### src/sv/fsic_pkg.sv
// ----------------------------------------------------------------------------
// fsic_pkg: shared types and constants for the interface coupling block
// Word formats, shift codes, sequencer states, Gauss and shape constants.
// ----------------------------------------------------------------------------
package fsic_pkg;

    localparam int FRAC_BITS  = 16;
    localparam int DATA_WIDTH = 32;
    localparam int ACC_W      = 48;
    localparam int CONST_FRAC = 30;
    localparam int NUM_NODES  = 4;
    localparam int NUM_SDOF   = 12;
    localparam int NUM_FORCES = 16;
    localparam int Q_DEPTH    = NUM_SDOF * NUM_NODES;
    localparam int PROD_W     = 2 * ACC_W + 1;

    localparam logic signed [ACC_W-1:0] ACC_MAX = {1'b0, {(ACC_W-1){1'b1}}};
    localparam logic signed [ACC_W-1:0] ACC_MIN = {1'b1, {(ACC_W-1){1'b0}}};

    typedef struct packed {
        logic [1:0]                   node_slot;
        logic signed [DATA_WIDTH-1:0] coord_x;
        logic signed [DATA_WIDTH-1:0] coord_y;
        logic signed [DATA_WIDTH-1:0] coord_z;
        logic signed [DATA_WIDTH-1:0] accel_x;
        logic signed [DATA_WIDTH-1:0] accel_y;
        logic signed [DATA_WIDTH-1:0] accel_z;
        logic signed [DATA_WIDTH-1:0] fluid_pressure;
        logic                         last_node;
    } t_node_word;

    typedef struct packed {
        logic [3:0]              dof_index;
        logic signed [ACC_W-1:0] force_value;
        logic                    last_force;
    } t_force_word;

    // Product scaling: Jacobian factor, shape value, fixed-point data
    typedef enum logic [1:0] {
        SH_JAC,
        SH_SHAPE,
        SH_FRAC
    } t_shift;

    typedef struct packed {
        logic                    start;
        logic signed [ACC_W-1:0] a;
        logic signed [ACC_W-1:0] b;
        t_shift                  sh;
    } t_mul_req;

    typedef struct packed {
        logic                    done;
        logic signed [ACC_W-1:0] res;
    } t_mul_rsp;

    typedef enum logic [2:0] {
        CS_IDLE,
        CS_FETCH,
        CS_FETCH2,
        CS_ISSUE,
        CS_WAIT,
        CS_EMIT
    } t_ctrl_state;

    typedef enum logic [2:0] {
        PH_JAC,
        PH_CROSS,
        PH_HN,
        PH_Q,
        PH_FORCE
    } t_phase;

    function automatic logic [63:0] isqrt64(input logic [63:0] v);
        logic [63:0] r;
        logic [63:0] b;
        logic [63:0] x;
        r = '0;
        b = 64'd1 << 62;
        x = v;
        for (int k = 0; k < 32; k++) begin
            if (x >= r + b) begin
                x = x - (r + b);
                r = (r >> 1) + b;
            end else begin
                r = r >> 1;
            end
            b = b >> 2;
        end
        return r;
    endfunction

    // Gauss abscissa 1/sqrt3 in Q30, and 1 -/+ g
    localparam logic [63:0] G_SQ  = (64'd1 << 60) / 64'd3;
    localparam logic [63:0] G_ABS = isqrt64(G_SQ);
    localparam logic [63:0] F_LO  = (64'd1 << CONST_FRAC) - G_ABS;
    localparam logic [63:0] F_HI  = (64'd1 << CONST_FRAC) + G_ABS;

    // Shape values: product of two factors, rounded, shifted by 32
    localparam logic [63:0] H_HI  = (F_HI * F_HI + (64'd1 << 31)) >> 32;
    localparam logic [63:0] H_MID = (F_HI * F_LO + (64'd1 << 31)) >> 32;
    localparam logic [63:0] H_LO  = (F_LO * F_LO + (64'd1 << 31)) >> 32;

    function automatic logic signed [ACC_W-1:0] shape_val(input logic [1:0] pt,
                                                          input logic [1:0] node);
        logic r_hi;
        logic s_hi;
        logic [63:0] v;
        r_hi = (node == 2'd1 || node == 2'd2) ? pt[1] : !pt[1];
        s_hi = node[1] ? pt[0] : !pt[0];
        if (r_hi && s_hi) begin
            v = H_HI;
        end else if (r_hi || s_hi) begin
            v = H_MID;
        end else begin
            v = H_LO;
        end
        return v[ACC_W-1:0];
    endfunction

    function automatic logic [5:0] shift_amt(input t_shift s);
        logic [5:0] a;
        unique case (s)
            SH_JAC:   a = 6'd32;
            SH_SHAPE: a = 6'(CONST_FRAC);
            SH_FRAC:  a = 6'(FRAC_BITS);
            default:  a = 6'd32;
        endcase
        return a;
    endfunction

    function automatic logic signed [ACC_W-1:0] sat_add(input logic signed [ACC_W-1:0] x,
                                                        input logic signed [ACC_W-1:0] y,
                                                        input logic sub);
        logic signed [ACC_W:0] s;
        logic signed [ACC_W-1:0] r;
        s = sub ? ({x[ACC_W-1], x} - {y[ACC_W-1], y}) : ({x[ACC_W-1], x} + {y[ACC_W-1], y});
        if (s[ACC_W] != s[ACC_W-1]) begin
            r = s[ACC_W] ? ACC_MIN : ACC_MAX;
        end else begin
            r = s[ACC_W-1:0];
        end
        return r;
    endfunction

    function automatic logic signed [ACC_W-1:0] sext_data(
            input logic signed [DATA_WIDTH-1:0] d);
        return {{(ACC_W-DATA_WIDTH){d[DATA_WIDTH-1]}}, d};
    endfunction

endpackage

### src/sv/fsic_mul_unit.sv
// ----------------------------------------------------------------------------
// fsic_mul_unit: shared multiply, round and saturate unit
// Sign-magnitude 48x48 product from four 24x24 partial products, then
// round half away from zero, shift and clip to 48 signed bits.
// ----------------------------------------------------------------------------
module fsic_mul_unit
    import fsic_pkg::*;
(
    input  logic     i_clk,
    input  logic     i_rst_n,
    input  t_mul_req i_req,
    output t_mul_rsp o_rsp
);

    localparam int HALF = ACC_W / 2;

    logic              r_busy;
    logic              r_done;
    logic [2:0]        r_step;
    logic [ACC_W-1:0]  r_ma;
    logic [ACC_W-1:0]  r_mb;
    logic              r_neg;
    t_shift            r_sh;
    logic [PROD_W-1:0] r_prod;
    logic signed [ACC_W-1:0] r_res;

    logic [HALF-1:0]   a_half;
    logic [HALF-1:0]   b_half;
    logic [ACC_W-1:0]  pp;
    logic [PROD_W-1:0] pp_sh;
    logic [PROD_W-1:0] mag;
    logic [PROD_W-1:0] limit;
    logic [ACC_W-1:0]  mag_c;
    logic [5:0]        amt;

    always_comb begin
        a_half = r_step[0] ? r_ma[ACC_W-1:HALF] : r_ma[HALF-1:0];
        b_half = r_step[1] ? r_mb[ACC_W-1:HALF] : r_mb[HALF-1:0];
        pp     = a_half * b_half;
        unique case ({r_step[1], r_step[0]})
            2'b00:   pp_sh = PROD_W'(pp);
            2'b11:   pp_sh = PROD_W'(pp) << (2 * HALF);
            default: pp_sh = PROD_W'(pp) << HALF;
        endcase
        amt   = shift_amt(r_sh);
        mag   = r_prod >> amt;
        limit = r_neg ? (PROD_W'(1) << (ACC_W - 1)) : ((PROD_W'(1) << (ACC_W - 1)) - 1'b1);
        mag_c = (mag > limit) ? limit[ACC_W-1:0] : mag[ACC_W-1:0];
    end

    always_ff @(posedge i_clk) begin
        if (!i_rst_n) begin
            r_busy <= 1'b0;
            r_done <= 1'b0;
            r_step <= '0;
        end else begin
            r_done <= 1'b0;
            if (i_req.start) begin
                r_busy <= 1'b1;
                r_step <= '0;
            end else if (r_busy) begin
                if (r_step == 3'd5) begin
                    r_busy <= 1'b0;
                    r_done <= 1'b1;
                end
                r_step <= r_step + 3'd1;
            end
        end
    end

    always_ff @(posedge i_clk) begin
        if (i_req.start) begin
            r_ma   <= i_req.a[ACC_W-1] ? (~i_req.a + 1'b1) : i_req.a;
            r_mb   <= i_req.b[ACC_W-1] ? (~i_req.b + 1'b1) : i_req.b;
            r_neg  <= i_req.a[ACC_W-1] ^ i_req.b[ACC_W-1];
            r_sh   <= i_req.sh;
            r_prod <= '0;
        end else if (r_busy) begin
            if (r_step < 3'd4) begin
                r_prod <= r_prod + pp_sh;
            end else if (r_step == 3'd4) begin
                // add half an output LSB before the shift
                r_prod <= r_prod + (PROD_W'(1) << (amt - 6'd1));
            end else begin
                r_res <= r_neg ? -$signed(mag_c) : $signed(mag_c);
            end
        end
    end

    assign o_rsp.done = r_done;
    assign o_rsp.res  = r_res;

    a_start_idle: assert property (@(posedge i_clk) disable iff (!i_rst_n)
        i_req.start |-> !r_busy)
        else $error("multiply started while unit busy");

    a_done_pulse: assert property (@(posedge i_clk) disable iff (!i_rst_n)
        r_done |=> !r_done)
        else $error("done held longer than one cycle");

    a_done_after_run: assert property (@(posedge i_clk) disable iff (!i_rst_n)
        $rose(r_done) |-> $past(r_busy))
        else $error("done without a running product");

endmodule

### config.mk
export PLATFORM = sky130hd
export DESIGN_NAME = fsic_mul_unit
export DESIGN_NICKNAME = d
export VERILOG_FILES = /design/src/sv/fsic_pkg.sv /design/src/sv/fsic_mul_unit.sv
export SDC_FILE = /design/constraint.sdc
export NUM_CORES = 2
export LEC_CHECK = 0
export BUFFER_PORTS_ARGS = -buffer_cell sky130_fd_sc_hd__buf_2
export CAP_MARGIN = 20
export CORE_MARGIN = 1.5
export CORE_UTILIZATION = 50
export DETAILED_ROUTE_END_ITERATION = 12
export PLACE_DENSITY = 0.75
export SLEW_MARGIN = 20
export SYNTH_ARGS = -nofsm -noshare
export SYNTH_HDL_FRONTEND = slang
export SYNTH_SLANG_ARGS = --single-unit
### constraint.sdc
create_clock -name i_clk -period 25.9 [get_ports i_clk]
set_input_delay 5.18 -clock i_clk [delete_from_list [all_inputs] [get_ports i_clk]]
set_output_delay 5.18 -clock i_clk [all_outputs]
set_load 0.1 [all_outputs]
; ---- Word level (Yosys, flattened, before mapping)
; Index checks and enable logic that the tools add are counted.
[totals]
ff_bits = 249
input_bits = 101
output_inout_bits = 49
word_cells = 57
[classes]
add_sub_neg = 7
multipliers = 1
order_cmp = 2
n_eq_ne = 5
n_shift = 2
mux = 15
bitwise_logic = 8
reduce_logical = 6
[ops]
columns = cell, n
row1 = 97-bit two-way mux, 2
row2 = 96-bit case mux with 2 select lines, 1
row3 = 48-bit two-way mux, 3
row4 = 97-bit by 96-bit adder with 97-bit output, 1
row5 = 97-bit adder, 1
row6 = 97-bit by 48-bit greater-than comparator with 1-bit output, 1
row7 = 1-bit by 6-bit << shifter with 97-bit output (first input constant), 1
row8 = 97-bit by 6-bit right shift with 97-bit output, 1
row9 = 48-bit by 1-bit adder with 48-bit output (second input constant), 2
row10 = 48-bit inverter, 2
row11 = 47-bit two-way mux, 2
row12 = 24-bit by 24-bit multiplier with 48-bit output, 1
row13 = 24-bit two-way mux, 2
row14 = 48-bit negation, 1
row15 = 6-bit case mux with 2 select lines, 1
row16 = 3-bit == test (second input constant), 2
row17 = 6-bit by 1-bit subtractor with 6-bit output (second input constant), 1
row18 = 1-bit inverter, 5
row19 = 2-bit == test (second input constant), 2
row20 = 1-bit two-way mux, 4
row21 = 4-bit AND reduction, 1
row22 = 3-bit by 1-bit adder with 3-bit output (second input constant), 1
row23 = 3-bit less-than comparator (second input constant), 1
row24 = 3-bit OR reduction, 1
row25 = 6 further kinds, 6

; ---- Logic depth before layout (Yosys ltp)
[logic_depth]
ltp_word = 7
ltp_mapped = 46

; ---- Worst setup path before layout
; Ideal clock, no wire load.
[synth_timing]
path_kind = register to register
from = register r_step[1]
to = register r_prod[86]
arrival_ns = 10.935
t_required_ns = 25.838
setup_slack_ns = 14.903
stages_incl_launch_ff = 42
path_buffers = 4
period_less_slack_ns = 10.997
cell_sequence = dfxtp_1 clkbuf_1 clkbuf_1 buf_1 mux2i_1 clkbuf_1 nor2_1 fa_1 fa_1 inv_1 fa_1 inv_1 fa_1 inv_1 fa_1 inv_1 fa_1 inv_1 [... 6 more ...] a211oi_1 a31oi_1 a31o_2 a221oi_1 o21ai_0 a21oi_1 xnor2_1 a31o_2 ha_1 and4_1 nor4b_1 nand2_1 o31ai_1 a41oi_1 o21bai_1 a31oi_1 or4_1 nand3_1
[synth_via]
elab_chain_len = 5
elab_cells_between_ends = 11
classes_between = 1 x add/sub / 1 x mul / 1 x order compare / 2 x eq/ne / 3 x mux / 3 x reduce/logical
[synth_rtl]
columns = element, line
row1 = "start, declared", fsic_mul_unit.sv:19  ; logic [2:0] r_step;
row2 = "start signal, assigned", fsic_mul_unit.sv:66  ; r_step <= r_step + 3'd1;
row3 = 24-bit two-way mux, fsic_mul_unit.sv:38  ; b_half = r_step[1] ? r_mb[ACC_W-1:HALF] : r_mb[HALF-1:0];
row4 = 24-bit by 24-bit multiplier with 48-bit output, fsic_mul_unit.sv:39  ; pp = a_half * b_half;
row5 = 96-bit case mux with 2 select lines, fsic_mul_unit.sv:40  ; unique case ({r_step[1], r_step[0]})
row6 = 97-bit by 96-bit adder with 97-bit output, fsic_mul_unit.sv:80  ; r_prod <= r_prod + pp_sh;
row7 = 97-bit two-way mux, fsic_mul_unit.sv:79  ; if (r_step < 3'd4) begin
row8 = "end signal, assigned", fsic_mul_unit.sv:80
row9 = "end signal, assigned", fsic_mul_unit.sv:83  ; r_prod <= r_prod + (PROD_W'(1) << (amt - 6'd1));
row10 = "end, declared", fsic_mul_unit.sv:24  ; logic [PROD_W-1:0] r_prod;
; Several ways; a longest one is shown, not always the timed one.
; A chain may end at the register's enable or synchronous reset.

; ---- Final worst setup path
[layout_timing]
from = register r_step[0]
to = register r_prod[94]
[layout_via]
elab_chain_len = 5
elab_cells_between_ends = 11
classes_between = 1 x add/sub / 1 x mul / 1 x order compare / 2 x eq/ne / 3 x mux / 3 x reduce/logical
[layout_rtl]
columns = element, line
row1 = 24-bit two-way mux, fsic_mul_unit.sv:37  ; a_half = r_step[0] ? r_ma[ACC_W-1:HALF] : r_ma[HALF-1:0];
row2 = 24-bit by 24-bit multiplier with 48-bit output, fsic_mul_unit.sv:39
row3 = 96-bit case mux with 2 select lines, fsic_mul_unit.sv:40
row4 = 97-bit by 96-bit adder with 97-bit output, fsic_mul_unit.sv:80
row5 = 97-bit two-way mux, fsic_mul_unit.sv:79
; Several ways; a longest one is shown, not always the timed one.

==> results.ini <==
[outcome]
status = completed

[grt]
grt_max_degree = 178
grt_first_pass_wirelength_mm = 195
grt_pass1_vias = 33800
grt-ovfl-total = 0
antenna_found_initial = 8
grtUsageTotal = 0.308

[synth]
ys_types = 80
synth_area_per_cell_um2 = 8.56
synth_most_common_cell = inv_1
synth_edf_count = 147
synth_top_flop_cell = edfxtp_1
yosys-top-cells-area = fa_1 24%, edfxtp_1 11%, ha_1 10%
yosys-top-cells-count = 629 x inv_1, 627 x nand2_1, 483 x fa_1, 434 x nor2_1, 331 x a21oi_1
yosysTopAreaCellShare = 0.244
ys_ff_latch = 249
syn_area_mm2 = 0.0396
syn-num-nets = 5533
synth_seq_area_share = 0.163
yosysWarnings = 0
netlist_instances = 4622
synth_area_leader_cell = fa_1
async_flop_share = 0

[critical_path]
reg2reg_depth = 41
critical_path_class = flop to flop
end_kind = flop
crit_fanout = 52
crit_cells = 41
critPathBufInv = 9
critical_path_required_ns = 26.37
crit_top_cell = fa_1
worstSetupStartpointType = flop
crit_slowest_cell = mux2i_1
slowest_delay_ns = 0.88
cpLargestDelayFamily = compound AO/OA/AOI/OAI gates
critPathArrivalTime_ns = 13.61

[job]
cap_violations = 0

[die]
die_area_mm2 = 0.0809
io_pins = 150
fp.dieH_um = 284
die_w_um = 284
start_util = 0.508
num_rows = 102
core_mm2 = 0.0778

[detailed_routing]
drt-total-wl_mm = 126
drc = 0
ant_nets = 0
drt_iter0_markers = 3667
num_vias = 34700
firstDrtPassIters = 8
wl_per_cell_um = 22.0
vias_per_cell = 6.09

[final_layout]
n_fill_cell = 7098
multi_input_area_mm2 = 0.0300
area_growth_pct = 7.49
final-seq-area_mm2 = 0.00646
fin_nets = 5544
drive_above_1_share = 0.0882

[clocking]
clock-sinks = 249
cts_made_buffers = 34
root_buffer = clkbuf_16
clk_path_buf_depth = 3
clk-insertion-delay-late_ns = 0.58
cts.reportedPaths.clkPinSlew_ns = 0.06
post_cts_buffers = 0
post_cts_resized = 0
cts_tree = built
holdBufCountCts = 0
cts_max_level = 2

[sta]
finClkSkew_ns = 0.0356
setup_viol = 0
maxSlewViolCount = 0
max_freq_ghz = 0.0761
final.min_clock_period_ns = 13.14
tns_ns = 0
maxSlewHeadroom = 0.0584
hold_viol = 0
tightest_slew_ns = 1.41
fin_crit_sh = 0.507
rsz0062_at_grt = no

[placement]
numPortBuffers = 149
place.gp.congestion = 1.02
dp_hpwl_mm = 98.8

[worst_hold_path]
hp-class = flop to flop
holdPathStages = 2

-- layout make-up --
class,instances,area share
Antenna cell,5,0.000294
Tap cell,1040,0.0306
Timing Repair Buffer,201,0.0273
Inverter,629,0.0555
Sequential cell,249,0.152
Multi-Input combinational cell,3518,0.705
Clock buffer,40,0.0208
Clock inverter,22,0.00894
-- routing by layer --
| layer | global-route usage | vias to the layer above | part of all wire |
|---|---|---|---|
| met1 | 0.414 | 16900 | 0.40 |
| met4 | 0.136 | 4 | 0.051 |
| li1 | - | 15500 | - |
| met3 | 0.0754 | 397 | 0.11 |
| met5 | 0 | - | 0.00024 |
| met2 | 0.472 | 1946 | 0.44 |
-- path summary, 6_finish.rpt --
| path | startpoint | endpoint | slack [ns] |
|---|---|---|---|
| setup / recovery | r_step[0] | r_prod[94] | 12.76 |
| setup reg to reg | r_step[0] | r_prod[94] | 12.76 |
| hold / removal | r_prod[8] | r_prod[8] | 0.45 |
| hold reg to reg | r_prod[8] | r_prod[8] | 0.45 |
-- logic make-up (layout without fill, tap and decap cells) --
group	after synthesis	after routing	synth area share
simple gates	1453	1453	0.162
flops	249	249	0.163
other cells	0	5	0
fa+ha+maj	810	810	0.348
buf+inv	855	892	0.0816
compound gates	871	871	0.139
mux	154	154	0.0559
xor+xnor	230	230	0.0509
-- stage by stage --
step	instances	hold slack, ns	worst slack, ns	instance area, µm²	util
after floorplan	4622	0.436	14.90	39600	-
after global placement	5636	0.444	13.38	41200	0.530
after detailed placement	5636	0.450	13.13	41200	0.530
after CTS	5698	0.457	13.08	42500	0.546
after global routing	5704	0.472	12.27	42500	0.546
final	5704	0.454	12.76	42500	0.546
-- tightest hold or removal path, cell delays in order, from the launching register on --
cell and delay, ns:
dfxtp_1 0.31, nand2_1 0.05, a21oi_1 0.05
-- state kept, by name, indices dropped and copies added (netlist names) --
| register | flops |
|---|---|
| r_mb | 48 |
| r_neg | 1 |
| r_step | 3 |
| r_busy | 1 |
| r_ma | 48 |
| r_sh | 2 |
| r_prod | 97 |
| r_done | 1 |
| r_res | 48 |
-- placed cells by master, fill, tap and decap left out, types with 50 or more instances in the layout --
cell      instances
dfxtp_1         100
xnor2_1         182
nand2_1         627
a21o_1           98
inv_1           629
buf_4            50
nand3_1          68
ha_1            325
fa_1            483
edfxtp_1        147
nor2_1          434
o21ai_0         147
buf_2           148
a21oi_1         331
Power is left out: the tool's default activity adds up to more than one toggle a clock period on the data nets, which glitch-free logic cannot reach.
